===== src/sv/assert_macros.svh =====
// assertion helpers, clocked on clk
`ifndef ASSERT_MACROS_SVH
`define ASSERT_MACROS_SVH

// checked outside reset
`define BCD_ASSERT(lbl, prop, msg) \
  lbl: assert property (@(posedge clk) disable iff (rst) (prop)) else $error(msg);

// checked on every edge
`define BCD_ASSERT_ALWAYS(lbl, prop, msg) \
  lbl: assert property (@(posedge clk) (prop)) else $error(msg);

`endif


===== src/sv/bcdclk_pkg.sv =====
package bcdclk_pkg;

  localparam int KIND_W = 3;
  localparam int SEL_W  = 3;
  localparam int SEG_W  = 8;
  localparam int EN_W   = 4;
  localparam int ADDR_W = 3;
  localparam int DATA_W = 32;

  localparam logic [KIND_W-1:0] KIND_TICK    = 3'd0;
  localparam logic [KIND_W-1:0] KIND_REFRESH = 3'd1;
  localparam logic [KIND_W-1:0] KIND_TOGGLE  = 3'd2;
  localparam logic [KIND_W-1:0] KIND_CURSOR  = 3'd3;
  localparam logic [KIND_W-1:0] KIND_INC     = 3'd4;
  localparam logic [KIND_W-1:0] KIND_END     = 3'd5;

  // cursor codes and scan positions share one numbering
  localparam logic [SEL_W-1:0] POS_NONE     = 3'd0;
  localparam logic [SEL_W-1:0] POS_MIN_UNIT = 3'd1;
  localparam logic [SEL_W-1:0] POS_MIN_TEN  = 3'd2;
  localparam logic [SEL_W-1:0] POS_HR_UNIT  = 3'd3;
  localparam logic [SEL_W-1:0] POS_HR_TEN   = 3'd4;
  localparam logic [SEL_W-1:0] POS_SEC_UNIT = 3'd5;
  localparam logic [SEL_W-1:0] POS_SEC_TEN  = 3'd6;

  localparam logic [EN_W-1:0] EN_OFF  = 4'hF;
  localparam logic [EN_W-1:0] EN_POS0 = 4'hE;
  localparam logic [EN_W-1:0] EN_POS1 = 4'hD;
  localparam logic [EN_W-1:0] EN_POS2 = 4'hB;
  localparam logic [EN_W-1:0] EN_POS3 = 4'h7;

  localparam logic [SEG_W-1:0] SEG_BLANK = 8'hFF;
  localparam logic [SEG_W-1:0] SEG_DOT   = 8'h7F;

  localparam logic [ADDR_W-1:0] ADDR_DOT_ALWAYS_ON = 3'd0;

  // active-low pattern of one bcd digit, blank above nine
  function automatic logic [SEG_W-1:0] seg_pattern(input logic [3:0] value);
    logic [SEG_W-1:0] p;
    unique case (value)
      4'd0: p = 8'hC0;
      4'd1: p = 8'hF9;
      4'd2: p = 8'hA4;
      4'd3: p = 8'hB0;
      4'd4: p = 8'h99;
      4'd5: p = 8'h92;
      4'd6: p = 8'h82;
      4'd7: p = 8'hF8;
      4'd8: p = 8'h80;
      4'd9: p = 8'h90;
      default: p = SEG_BLANK;
    endcase
    return p;
  endfunction

endpackage


===== src/sv/bcd_clock_with_mux_display.sv =====
// channel | direction | handshake          | payload
// in      | in        | in_valid/in_stall   | kind, digit_sel
// out     | out       | out_valid/out_stall | segments, digit_enables, time digits, view_seconds
// cfg     | in        | apb psel/penable    | dot_always_on at byte address 0
//
// an item is registered on accept and processed into the result register once that is not stalled
// out_valid rises as the item is processed; one item per cycle sustained while out_stall is low
// the combinational event update (carry chain plus segment lookup) sets the rate
// in_stall rises only when an item waits in the input register and the result is stalled
// rst is synchronous: time 00:00:00, scan at minute units, seg latch blank, enable latch all off
`include "assert_macros.svh"

module bcd_clock_with_mux_display (
  input  logic                              clk,
  input  logic                              rst,
  input  logic                              in_valid,
  output logic                              in_stall,
  input  logic [bcdclk_pkg::KIND_W-1:0]     kind,
  input  logic [bcdclk_pkg::SEL_W-1:0]      digit_sel,
  output logic                              out_valid,
  input  logic                              out_stall,
  output logic [bcdclk_pkg::SEG_W-1:0]      segments,
  output logic [bcdclk_pkg::EN_W-1:0]       digit_enables,
  output logic [1:0]                        hour_tens,
  output logic [3:0]                        hour_units,
  output logic [2:0]                        minute_tens,
  output logic [3:0]                        minute_units,
  output logic [2:0]                        second_tens,
  output logic [3:0]                        second_units,
  output logic                              view_seconds,
  input  logic                              psel,
  input  logic                              penable,
  input  logic                              pwrite,
  input  logic [bcdclk_pkg::ADDR_W-1:0]     paddr,
  input  logic [bcdclk_pkg::DATA_W-1:0]     pwdata,
  output logic [bcdclk_pkg::DATA_W-1:0]     prdata,
  output logic                              pready
);

  logic                          dot_always_on;
  logic                          item_valid;
  logic [bcdclk_pkg::KIND_W-1:0] item_kind;
  logic [bcdclk_pkg::SEL_W-1:0]  item_sel;
  logic                          advance;
  logic                          in_accept;

  logic [3:0] sec_units, sec_units_next;
  logic [2:0] sec_tens, sec_tens_next;
  logic [3:0] min_units, min_units_next;
  logic [2:0] min_tens, min_tens_next;
  logic [3:0] hr_units, hr_units_next;
  logic [1:0] hr_tens, hr_tens_next;
  logic [bcdclk_pkg::SEL_W-1:0] scan_pos, scan_pos_next;
  logic [bcdclk_pkg::SEL_W-1:0] cursor, cursor_next;
  logic [bcdclk_pkg::SEG_W-1:0] seg_latch, seg_latch_next;
  logic [bcdclk_pkg::EN_W-1:0]  enable_latch, enable_latch_next;

  logic [4:0] su_inc, mu_inc, hu_inc;
  logic [3:0] st_inc, mt_inc;
  logic [2:0] ht_inc;
  logic [3:0] shown;
  logic       dot;

  // apb
  assign pready = 1'b1;
  assign prdata = (paddr[2] == bcdclk_pkg::ADDR_DOT_ALWAYS_ON[2])
                ? {{(bcdclk_pkg::DATA_W-1){1'b0}}, dot_always_on}
                : '0;

  always_ff @(posedge clk) begin
    if (rst) begin
      dot_always_on <= 1'b0;
    end else if (psel && penable && pwrite && pready &&
                 paddr[2] == bcdclk_pkg::ADDR_DOT_ALWAYS_ON[2]) begin
      dot_always_on <= pwdata[0];
    end
  end

  // input register
  assign advance   = item_valid && (!out_valid || !out_stall);
  assign in_stall  = item_valid && !advance;
  assign in_accept = in_valid && !in_stall;

  always_ff @(posedge clk) begin
    if (rst) begin
      item_valid <= 1'b0;
    end else begin
      item_valid <= in_accept || (item_valid && !advance);
    end
    if (in_accept) begin
      item_kind <= kind;
      item_sel  <= digit_sel;
    end
  end

  // event update
  assign su_inc = {1'b0, sec_units} + 5'd1;
  assign st_inc = {1'b0, sec_tens} + 4'd1;
  assign mu_inc = {1'b0, min_units} + 5'd1;
  assign mt_inc = {1'b0, min_tens} + 4'd1;
  assign hu_inc = {1'b0, hr_units} + 5'd1;
  assign ht_inc = {1'b0, hr_tens} + 3'd1;

  always_comb begin
    sec_units_next    = sec_units;
    sec_tens_next     = sec_tens;
    min_units_next    = min_units;
    min_tens_next     = min_tens;
    hr_units_next     = hr_units;
    hr_tens_next      = hr_tens;
    scan_pos_next     = scan_pos;
    cursor_next       = cursor;
    seg_latch_next    = seg_latch;
    enable_latch_next = enable_latch;
    shown             = 4'd0;
    dot               = 1'b0;

    unique case (item_kind)
      bcdclk_pkg::KIND_TICK: begin
        if (su_inc <= 5'd9) begin
          sec_units_next = su_inc[3:0];
        end else begin
          sec_units_next = 4'd0;
          if (st_inc <= 4'd5) begin
            sec_tens_next = st_inc[2:0];
          end else begin
            sec_tens_next = 3'd0;
            if (mu_inc <= 5'd9) begin
              min_units_next = mu_inc[3:0];
            end else begin
              min_units_next = 4'd0;
              if (mt_inc <= 4'd5) begin
                min_tens_next = mt_inc[2:0];
              end else begin
                min_tens_next = 3'd0;
                hr_units_next = hu_inc[3:0];
                if (hr_tens < 2'd2) begin
                  if (hu_inc > 5'd9) begin
                    hr_units_next = 4'd0;
                    hr_tens_next  = ht_inc[1:0];
                  end
                end else if (hu_inc > 5'd3) begin
                  hr_units_next = 4'd0;
                  hr_tens_next  = 2'd0;
                end
              end
            end
          end
        end
      end
      bcdclk_pkg::KIND_REFRESH: begin
        dot = (scan_pos <= bcdclk_pkg::POS_HR_TEN) && (cursor == scan_pos);
        unique case (scan_pos)
          bcdclk_pkg::POS_MIN_UNIT: begin
            shown = min_units;
            enable_latch_next = bcdclk_pkg::EN_POS0;
            scan_pos_next = bcdclk_pkg::POS_MIN_TEN;
          end
          bcdclk_pkg::POS_MIN_TEN: begin
            shown = {1'b0, min_tens};
            enable_latch_next = bcdclk_pkg::EN_POS1;
            scan_pos_next = bcdclk_pkg::POS_HR_UNIT;
          end
          bcdclk_pkg::POS_HR_UNIT: begin
            shown = hr_units;
            enable_latch_next = bcdclk_pkg::EN_POS2;
            scan_pos_next = bcdclk_pkg::POS_HR_TEN;
          end
          bcdclk_pkg::POS_HR_TEN: begin
            shown = {2'b00, hr_tens};
            enable_latch_next = bcdclk_pkg::EN_POS3;
            scan_pos_next = bcdclk_pkg::POS_MIN_UNIT;
          end
          bcdclk_pkg::POS_SEC_UNIT: begin
            shown = sec_units;
            enable_latch_next = bcdclk_pkg::EN_POS0;
            scan_pos_next = bcdclk_pkg::POS_SEC_TEN;
          end
          bcdclk_pkg::POS_SEC_TEN: begin
            shown = {1'b0, sec_tens};
            enable_latch_next = bcdclk_pkg::EN_POS1;
            scan_pos_next = bcdclk_pkg::POS_SEC_UNIT;
          end
          default: begin
            enable_latch_next = bcdclk_pkg::EN_OFF;
          end
        endcase
        if (scan_pos >= bcdclk_pkg::POS_MIN_UNIT && scan_pos <= bcdclk_pkg::POS_SEC_TEN) begin
          seg_latch_next = bcdclk_pkg::seg_pattern(shown)
                         & ((dot || dot_always_on) ? bcdclk_pkg::SEG_DOT : bcdclk_pkg::SEG_BLANK);
        end
      end
      bcdclk_pkg::KIND_TOGGLE: begin
        scan_pos_next = (scan_pos < bcdclk_pkg::POS_SEC_UNIT)
                      ? bcdclk_pkg::POS_SEC_UNIT : bcdclk_pkg::POS_MIN_UNIT;
      end
      bcdclk_pkg::KIND_CURSOR: begin
        if (item_sel <= bcdclk_pkg::POS_HR_TEN) begin
          cursor_next = item_sel;
          if (item_sel != bcdclk_pkg::POS_NONE && scan_pos >= bcdclk_pkg::POS_SEC_UNIT) begin
            scan_pos_next = bcdclk_pkg::POS_MIN_UNIT;
          end
        end
      end
      bcdclk_pkg::KIND_INC: begin
        unique case (cursor)
          bcdclk_pkg::POS_MIN_UNIT: begin
            min_units_next = (mu_inc > 5'd9) ? 4'd0 : mu_inc[3:0];
          end
          bcdclk_pkg::POS_MIN_TEN: begin
            min_tens_next = (mt_inc > 4'd5) ? 3'd0 : mt_inc[2:0];
          end
          bcdclk_pkg::POS_HR_UNIT: begin
            hr_units_next = ((hr_tens > 2'd1 && hu_inc > 5'd3) || hu_inc > 5'd9)
                          ? 4'd0 : hu_inc[3:0];
          end
          bcdclk_pkg::POS_HR_TEN: begin
            hr_tens_next = ((hr_units > 4'd3 && ht_inc > 3'd1) || ht_inc > 3'd2)
                         ? 2'd0 : ht_inc[1:0];
          end
          default: begin
          end
        endcase
      end
      bcdclk_pkg::KIND_END: begin
        sec_units_next = 4'd0;
        sec_tens_next  = 3'd0;
        cursor_next    = bcdclk_pkg::POS_NONE;
      end
      default: begin
      end
    endcase
  end

  // clock state
  always_ff @(posedge clk) begin
    if (rst) begin
      sec_units    <= 4'd0;
      sec_tens     <= 3'd0;
      min_units    <= 4'd0;
      min_tens     <= 3'd0;
      hr_units     <= 4'd0;
      hr_tens      <= 2'd0;
      scan_pos     <= bcdclk_pkg::POS_MIN_UNIT;
      cursor       <= bcdclk_pkg::POS_NONE;
      seg_latch    <= bcdclk_pkg::SEG_BLANK;
      enable_latch <= bcdclk_pkg::EN_OFF;
    end else if (advance) begin
      sec_units    <= sec_units_next;
      sec_tens     <= sec_tens_next;
      min_units    <= min_units_next;
      min_tens     <= min_tens_next;
      hr_units     <= hr_units_next;
      hr_tens      <= hr_tens_next;
      scan_pos     <= scan_pos_next;
      cursor       <= cursor_next;
      seg_latch    <= seg_latch_next;
      enable_latch <= enable_latch_next;
    end
  end

  // result register
  always_ff @(posedge clk) begin
    if (rst) begin
      out_valid <= 1'b0;
    end else if (advance) begin
      out_valid <= 1'b1;
    end else if (!out_stall) begin
      out_valid <= 1'b0;
    end
    if (advance) begin
      segments      <= seg_latch_next;
      digit_enables <= enable_latch_next;
      hour_tens     <= hr_tens_next;
      hour_units    <= hr_units_next;
      minute_tens   <= min_tens_next;
      minute_units  <= min_units_next;
      second_tens   <= sec_tens_next;
      second_units  <= sec_units_next;
      view_seconds  <= (scan_pos_next == bcdclk_pkg::POS_SEC_UNIT) ||
                       (scan_pos_next == bcdclk_pkg::POS_SEC_TEN);
    end
  end

  `BCD_ASSERT(a_digits_in_range,
              sec_units <= 4'd9 && sec_tens <= 3'd5 && min_units <= 4'd9 &&
              min_tens <= 3'd5 && hr_units <= 4'd9,
              "clock digit out of range")
  `BCD_ASSERT(a_hour_limit,
              hr_tens != 2'd3 && (hr_tens != 2'd2 || hr_units <= 4'd3),
              "hours beyond 23")
  `BCD_ASSERT(a_advance_gives_result, advance |=> out_valid,
              "processed item gave no result")
  `BCD_ASSERT(a_held_item_kept,
              in_stall |=> item_valid && $stable(item_kind) && $stable(item_sel),
              "waiting item lost")
  `BCD_ASSERT(a_enables_one_cold,
              $onehot(~enable_latch) || enable_latch == bcdclk_pkg::EN_OFF,
              "more than one digit enabled")
  `BCD_ASSERT(a_scan_in_range,
              scan_pos >= bcdclk_pkg::POS_MIN_UNIT && scan_pos <= bcdclk_pkg::POS_SEC_TEN,
              "scan position out of range")

endmodule

===== config.mk =====
export PLATFORM = sky130hd
export DESIGN_NAME = bcd_clock_with_mux_display
export DESIGN_NICKNAME = d
export VERILOG_FILES = /design/src/sv/bcdclk_pkg.sv /design/src/sv/bcd_clock_with_mux_display.sv
export VERILOG_INCLUDE_DIRS = /design/src /design/src/sv
export SDC_FILE = /design/constraint.sdc
export NUM_CORES = 1
export LEC_CHECK = 0
export BUFFER_PORTS_ARGS = -buffer_cell sky130_fd_sc_hd__buf_2
export CAP_MARGIN = 10
export CORE_MARGIN = 5
export CORE_UTILIZATION = 51
export CTS_BUF_LIST = sky130_fd_sc_hd__clkbuf_4 sky130_fd_sc_hd__clkbuf_8
export CTS_CLUSTER_SIZE = 12
export DETAILED_ROUTE_END_ITERATION = 12
export PLACE_DENSITY = 0.84
export SYNTH_ARGS = -nofsm -noshare
export SYNTH_HDL_FRONTEND = slang
export SYNTH_SLANG_ARGS = --single-unit

===== constraint.sdc =====
create_clock -name clk -period 3.6 [get_ports clk]
set_clock_uncertainty 0.15 [all_clocks]
set_input_delay 0.72 -clock clk [delete_from_list [all_inputs] [get_ports clk]]
set_output_delay 0.72 -clock clk [all_outputs]
set_load 0.05 [all_outputs]

==> impl_results.md, run 1 <==
- Nature of the critical path startpoint: flip-flop
- Largest net degree at the start of global routing: 35
- DRC Markers: 0
- Final setup viols: 0
- Total number of vias: 4248
- Clock latency at the later pin of the worst-skew pair: 0.37 ns
- Clk slew on worst S/H paths: 0.08 ns
- GRT Resource Usage Total: 19.8%
- Global route overflow: 0
- WL final: 11400 µm
- Final setup TNS: 0 ns
- Post-CTS Setup Bufs: 0
- First-pass GRT wire length: 18400 µm
- Area contributors post-synth: edfxtp_1 24%, dfxtp_1 17%, buf_4 5.0%
- Most frequent CP cell: o21ai_0
- Mapped Cells: 550
- CTS tree: built
- Detail Placement HPWL: about 8000 µm
- Nature of the critical path endpoint: flip-flop
- Placed Area: 0.00517 mm²
- # H-tree levels: 3
- Ant. Diodes: 0
- Max-slew violations: 0
- Core Region: between 0.009 and 0.01 mm²
- HP Class: reg -> reg
- CP Max Fanout: 14
- Die Wd: ~110 µm
- Worst path bufs/invs: 1
- Critical path cell sequence: mux2_2 -> a221o_1 -> o21ai_0 -> inv_1 -> ha_1 -> o21ai_0 -> a211oi_1 -> a21o_1
- Pre-antenna DRT Iters: 5
- Die area: 0.0118 mm²
- Fmax: 0.333 GHz
- Pre-CTS setup slack: about 0.66 ns
- Slew headroom: 34.3%
- Slowest stage delay, CP: 0.72 ns
- Die height: 109 µm
- Initial Util: about half
- Async SR Flop Fraction: 0%
- Clock sink count: 80
- # nets final: 655
- Synth warnings: 0
- Initial antenna violation count: 0
- CP required: about 3.6 ns
- Max-cap violations: 0
- CP Class: reg -> reg
- Max IR drop VDD: 0.000220 V
- Arrival time worst endpoint: 2.98 ns
- Area grow syn2layout: 9.43%
- Avg Vias per Cell: 5.85
- Syn Area/Cell: 9.00 µm²
- Design Area, Final: between 0.005 and 0.006 mm²
- Master of the slowest instance on the critical path: dfxtp_1
- Synth Flop Type: dfxtp_1
- Status: completed
- ANT nets after route: 0
- Reg2Reg Launch Point: scan_pos[1]$_SDFFE_PP0P_
- PD cells: 400 mW/mm²
- Clock Tree Buf Depth: 2
- WL per Instance: between 15 and 20 µm
- Post-synth top cells: 50 x nor2_1, 44 x o21ai_0, 43 x nand2_1, 41 x dfxtp_1, 39 x edfxtp_1
- Worst setup margin: 0.598 ns
- Filler cells: 864
- # rows: 36
- Synth unique cells: between 70 and 80
- Clock Root Buffer: clkbuf_8
- Worst path top cell family by delay: compound AO/OA/AOI/OAI gates
- Hold Startpoint: seg_latch[3]$_SDFFE_PP1P_
- Layout cells sized above 1: 16.0%
- LEAKAGE: 2.12 nW
- I/O Buffers: 50
- Post-synth EDFFs: 39
- Number of global-route vias before repair: 3911
- Synth top area share: 23.7%
- IO Pins: 116
- Detailed router's first-iteration violation count: between 300 and 400
- Post-synthesis register bit count: 80
- CTS buffer count: 9
- RePlAce Congestion: roughly 0.89
- Hold-fix buffers, CTS: 0
- Synthesized area: 0.00495 mm²
- Top-count cell post-synth: nor2_1
- Minimum clock period: 3.00 ns
- Post-synthesis sequential area ratio: 40.2%
- Cell taking the most area after synthesis: edfxtp_1
- CP Launch Point: scan_pos[1]$_SDFFE_PP0P_
- Final period utilization: 83.4%
- Slew @ Worst Pin: 0.977 ns
- RSZ-0062 raised after global routing: no
- # resized after CTS: 0
- Final Hold Vio Count: 0
[where the power goes]
part	internal (W)	switching, W	total, W
Clock	0.000488	0.000333	0.000821
Combinational	0.0000781	0.000247	0.000325
Sequential	0.000988	0.0000310	0.00102
[metal layers]
| layer | up-vias | wire length, µm | GRT usage, % | share of wire (%) |
|---|---|---|---|---|
| met5 | - | 0 | 0 | 0 |
| met4 | 0 | 239 | 9.02 | 2.1 |
| met3 | 21 | 745 | 4.66 | 6.5 |
| met2 | 185 | 5650 | 33.2 | 50 |
| met1 | 2006 | 4760 | 24.2 | 42 |
| li1 | 2036 | - | - | - |
[logic make-up after synthesis]
group,count (synthesis),synth area share [%]
and+or+nand+nor,181,18.2
AOI/OAI and AO/OA,165,23.1
buffers and inverters,82,9.02
DFF,80,40.2
adders and majority gates,19,4.80
muxes,18,3.99
xor gates and xnor gates,3,0.531
other,2,0.152
[through the flow]
step	hold WS, ns	cells	util (%)	power [W]
floorplan	0.285	580	-	0.00132
global placement	0.293	710	53.6	0.00135
detailed placement	0.306	710	53.6	0.00136
CTS	0.324	726	56.2	0.00217
global route	0.339	726	56.2	0.00225
finish	0.323	726	56.2	0.00216
[final timing paths]
kind | cells past startpoint | slack [ns] | endpoint
worst max-delay path | 8 | 0.60 | segments[5]$_DFFE_PP_
worst min-delay path | 1 | 0.32 | seg_latch[3]$_SDFFE_PP1P_
worst max register to register | 8 | 0.60 | segments[5]$_DFFE_PP_
worst min register to register | 1 | 0.32 | seg_latch[3]$_SDFFE_PP1P_
[cell usage in the layout (no fill, tap or decap), types with 6 or more instances in the layout]
cell type / instances
clkbuf_8: 10
buf_2: 50
edfxtp_1: 39
o21ai_0: 44
and3_1: 6
a211o_1: 6
nor3_1: 9
o22ai_1: 6
buf_4: 7
nor2_1: 50
nand2b_1: 9
inv_1: 21
a211oi_1: 12
ha_1: 19
mux2i_1: 13
nand3_1: 22
dfxtp_1: 41
conb_1: 32
nand2_1: 43
a31oi_1: 8
a21oi_1: 26
o21a_1: 6
nor2b_1: 8
[final cells by class]
type / instances / area (µm²) / share of cell area [%]
Multi-Input combinational cell: 418 / 2620 / 48.4
Sequential cell: 80 / 1990 / 36.8
Timing Repair Buffer: 57 / 303 / 5.59
Tap cell: 133 / 166 / 3.07
Clock buffer: 11 / 145 / 2.68
Clock inverter: 5 / 104 / 1.92
Inverter: 22 / 82.6 / 1.52
[sequential cells by signal, indices dropped and copies added (netlist names), 2 cells and up]
| name | flops |
|---|---|
| hr_units | 4 |
| hour_tens | 2 |
| sec_tens | 3 |
| segments | 8 |
| second_units | 4 |
| scan_pos | 3 |
| item_sel | 3 |
| second_tens | 3 |
| hr_tens | 2 |
| minute_units | 4 |
| hour_units | 4 |
| seg_latch | 8 |
| enable_latch | 4 |
| digit_enables | 4 |
| cursor | 3 |
| minute_tens | 3 |
| item_kind | 3 |
| min_tens | 3 |
| min_units | 4 |
| sec_units | 4 |
No activity file was read; power rests on OpenSTA's default activity.
==> run 2, diff against run 1 <==
- ABC_AREA: default -> 1
- clock period: 3.6 -> 3.1 ns (I/O delays scaled with it)
==> run 2 against run 1 <==
Effect of this change: core utilization is 0.29 points higher; sequential cell count stayed put; via count is 6.0% higher; clock power is 6.1% lower; critical path type unchanged; sequential power is 21% higher; wire length is 1.6% higher; non-clock buffer count is 1 lower; critical endpoint is now segments[1]$_DFFE_PP_; hold slack worse by 0.046 ns; synthesized cell count is 22% higher; setup slack worse by 0.067 ns.
==> impl_results.md, run 2 <==
- Synth warnings: 0
- Status: completed
- First-pass GRT wire length: 18900 µm
- Core Region: approximately 0.0096 mm²
- Global route overflow: 0
- Initial antenna violation count: 0
- Fmax: 0.389 GHz
- I/O Buffers: 50
- Master of the slowest instance on the critical path: dfxtp_1
- Number of cells on the worst hold path: 1
- Pre-antenna DRT Iters: 5
- Final period utilization: 82.8%
- Largest net degree at the start of global routing: 51
- Worst Reg-to-Reg Cells: 11
- Final setup viols: 0
- WL final: 11600 µm
- CP Max Fanout: 11
- Die height: 109 µm
- Top-count cell post-synth: nand2_1
- Final Hold Vio Count: 0
- Detailed router's first-iteration violation count: 274
- Number of global-route vias before repair: 4168
- Synth top area share: 23.5%
- Die area: roughly 0.012 mm²
- Slew headroom: 61.1%
- Hold-fix buffers, CTS: 0
- Syn Area/Cell: 7.45 µm²
- Synthesized area: ~0.0050 mm²
- CTS tree: built
- Initial Util: 51.8%
- Async SR Flop Fraction: 0%
- Max-slew violations: 0
- # H-tree levels: 3
- Synth Flop Type: dfxtp_1
- Total number of vias: roughly 4.5k
- Most frequent CP cell: nand2_1
- WL per Instance: ~14 µm
- Synth unique cells: 44
- Ant. Diodes: 0
- Post-synthesis sequential area ratio: between 30% and 40%
- RSZ-0062 raised after global routing: no
- Clock latency at the later pin of the worst-skew pair: 0.37 ns
- Nature of the critical path startpoint: flip-flop
- Area grow syn2layout: 9.05%
- Slowest stage delay, CP: ~0.57 ns
- PD cells: 476 mW/mm²
- LEAKAGE: between 2 and 3 nW
- Max-cap violations: 0
- Routing usage on met1: between 20% and 30%
- Avg Vias per Cell: 5.25
- Final setup TNS: 0 ns
- Area contributors post-synth: edfxtp_1 23%, dfxtp_1 16%, nand2_1 13%
- Met2 GRT Util: ~35%
- Clk slew on worst S/H paths: around 0.09 ns
- Post-CTS Setup Bufs: 0
- Most common cell after layout, fill and taps aside: nand2_1
- Placed Cells incl. Taps: 841
- Commonest cells after routing, fill and taps aside: 167 x nand2_1, 85 x inv_1, 56 x nand3_1, 55 x a21oi_1, 50 x buf_2
- GRT Max-Usage Layer: met2
- Grt met3 use: 3.43%
- Detail Placement HPWL: 8500 µm
- DRC Markers: 0
- ANT nets after route: 0
- # nets final: 786
- CTS buffer count: 9
- HP Class: in -> reg
- Layout cells sized above 1: 14.5%
- GRT Resource Usage Total: around 20%
- Minimum clock period: 2.57 ns
- Clock sink count: 80
- Nature of the critical path endpoint: flip-flop
- Mapped Cells: 670
- Clock Tree Buf Depth: 2
- Arrival time worst endpoint: 2.62 ns
- Critical path cell sequence: inv_1 -> nand2_1 -> nor2_1 -> nand2_1 -> nand2_2 -> nor3_4 -> inv_1 -> ha_1 -> nor2_1 -> nand2_1 -> a21boi_0
- Post-synth top cells: 167 x nand2_1, 85 x inv_1, 56 x nand3_1, 55 x a21oi_1
- Max IR drop VDD: between 0.0002 and 0.0003 V
- Final Total Pwr: 0.00259 W
- IO Pins: 116
- Cell taking the most area after synthesis: edfxtp_1
- Post-Layout Cell Count: 857
- # rows: 36
- CP Class: reg -> reg
- # resized after CTS: 0
- Die Wd: between 100 and 150 µm
- Post-synth EDFFs: 39
- Biggest regs: seg_latch: 8 flops, segments: 8 flops
- Slew @ Worst Pin: 0.583 ns
- RePlAce Congestion: 0.958
- Clock Root Buffer: clkbuf_8
- CP required: 3.15 ns
- Post-synthesis register bit count: 80
==> run 2: cell count changes after synthesis, sizes merged, moves of 8 or more <==
cell,delta
nand2,+131
inv,+69
nand3,+35
a21oi,+30
mux2i,-13
clkbuf,-11
nand2b,-9
a211oi,-8
nor2,-8
nor2b,-8
==> run 2: per-stage QoR <==
step           util [%]  setup WS [ns]  area (µm²)  hold WS [ns]
6_report           56.5          0.532        5440         0.277
3_5_place_dp       54.5          0.592        5250         0.302
2_1_floorplan         -          0.836        5100         0.283
5_1_grt            56.5          0.388        5440         0.271
4_1_cts            56.5          0.585        5440         0.274
3_3_place_gp       54.5          0.690        5250         0.291
==> run 2: path summary, 6_finish.rpt <==
kind / startpoint / end / slack [ns]
worst max-delay path: scan_pos[0]$_SDFFE_PP1P_ / segments[1]$_DFFE_PP_ / 0.53
worst min-delay path: kind[0] / item_kind[0]$_DFFE_PP_ / 0.28
worst max register to register: scan_pos[0]$_SDFFE_PP1P_ / segments[1]$_DFFE_PP_ / 0.53
worst min register to register: seg_latch[3]$_SDFFE_PP1P_ / seg_latch[3]$_SDFFE_PP1P_ / 0.33
==> run 2: logic make-up (layout without fill, tap and decap cells) <==
logic type,Yosys count,after routing,share of synthesized area (%)
buf+inv,141,165,13.5
other cells,2,32,0.150
xor+xnor,3,3,0.526
compound gates,129,129,14.6
fa+ha+maj,19,19,4.76
flops,80,80,39.9
simple gates,296,296,26.6
==> run 2: area by class of cell <==
type	instances	area (µm²)
clock buffer	10	131
clock inverter	6	61.3
fill	910	4200
inverter	93	349
multi-input combinational	479	2450
sequential	80	1990
tap	133	166
timing repair buffer	56	295
==> run 2: per-layer routing <==
layer,up-vias,share of wire (%)
met4,0,1.9
met1,2049,43
met2,185,48
met5,-,0
li1,2245,-
met3,23,6.8
==> run 2: report_power, final <==
| part | internal [W] | switching (W) |
|---|---|---|
| clock | 0.000378 | 0.000393 |
| sequential | 0.00118 | 0.0000506 |
| combinational | 0.000148 | 0.000439 |
==> run 2: worst max-delay path, delay by kind of cell (launching register included) <==
family                   cells  cell delay [ns]
flip-flops                   1             0.57
buffers and inverters        2             0.29
AO/OA/AOI/OAI                1             0.21
AND/OR/NAND/NOR              7             0.86
adder cells (fa/ha/maj)      1             0.33
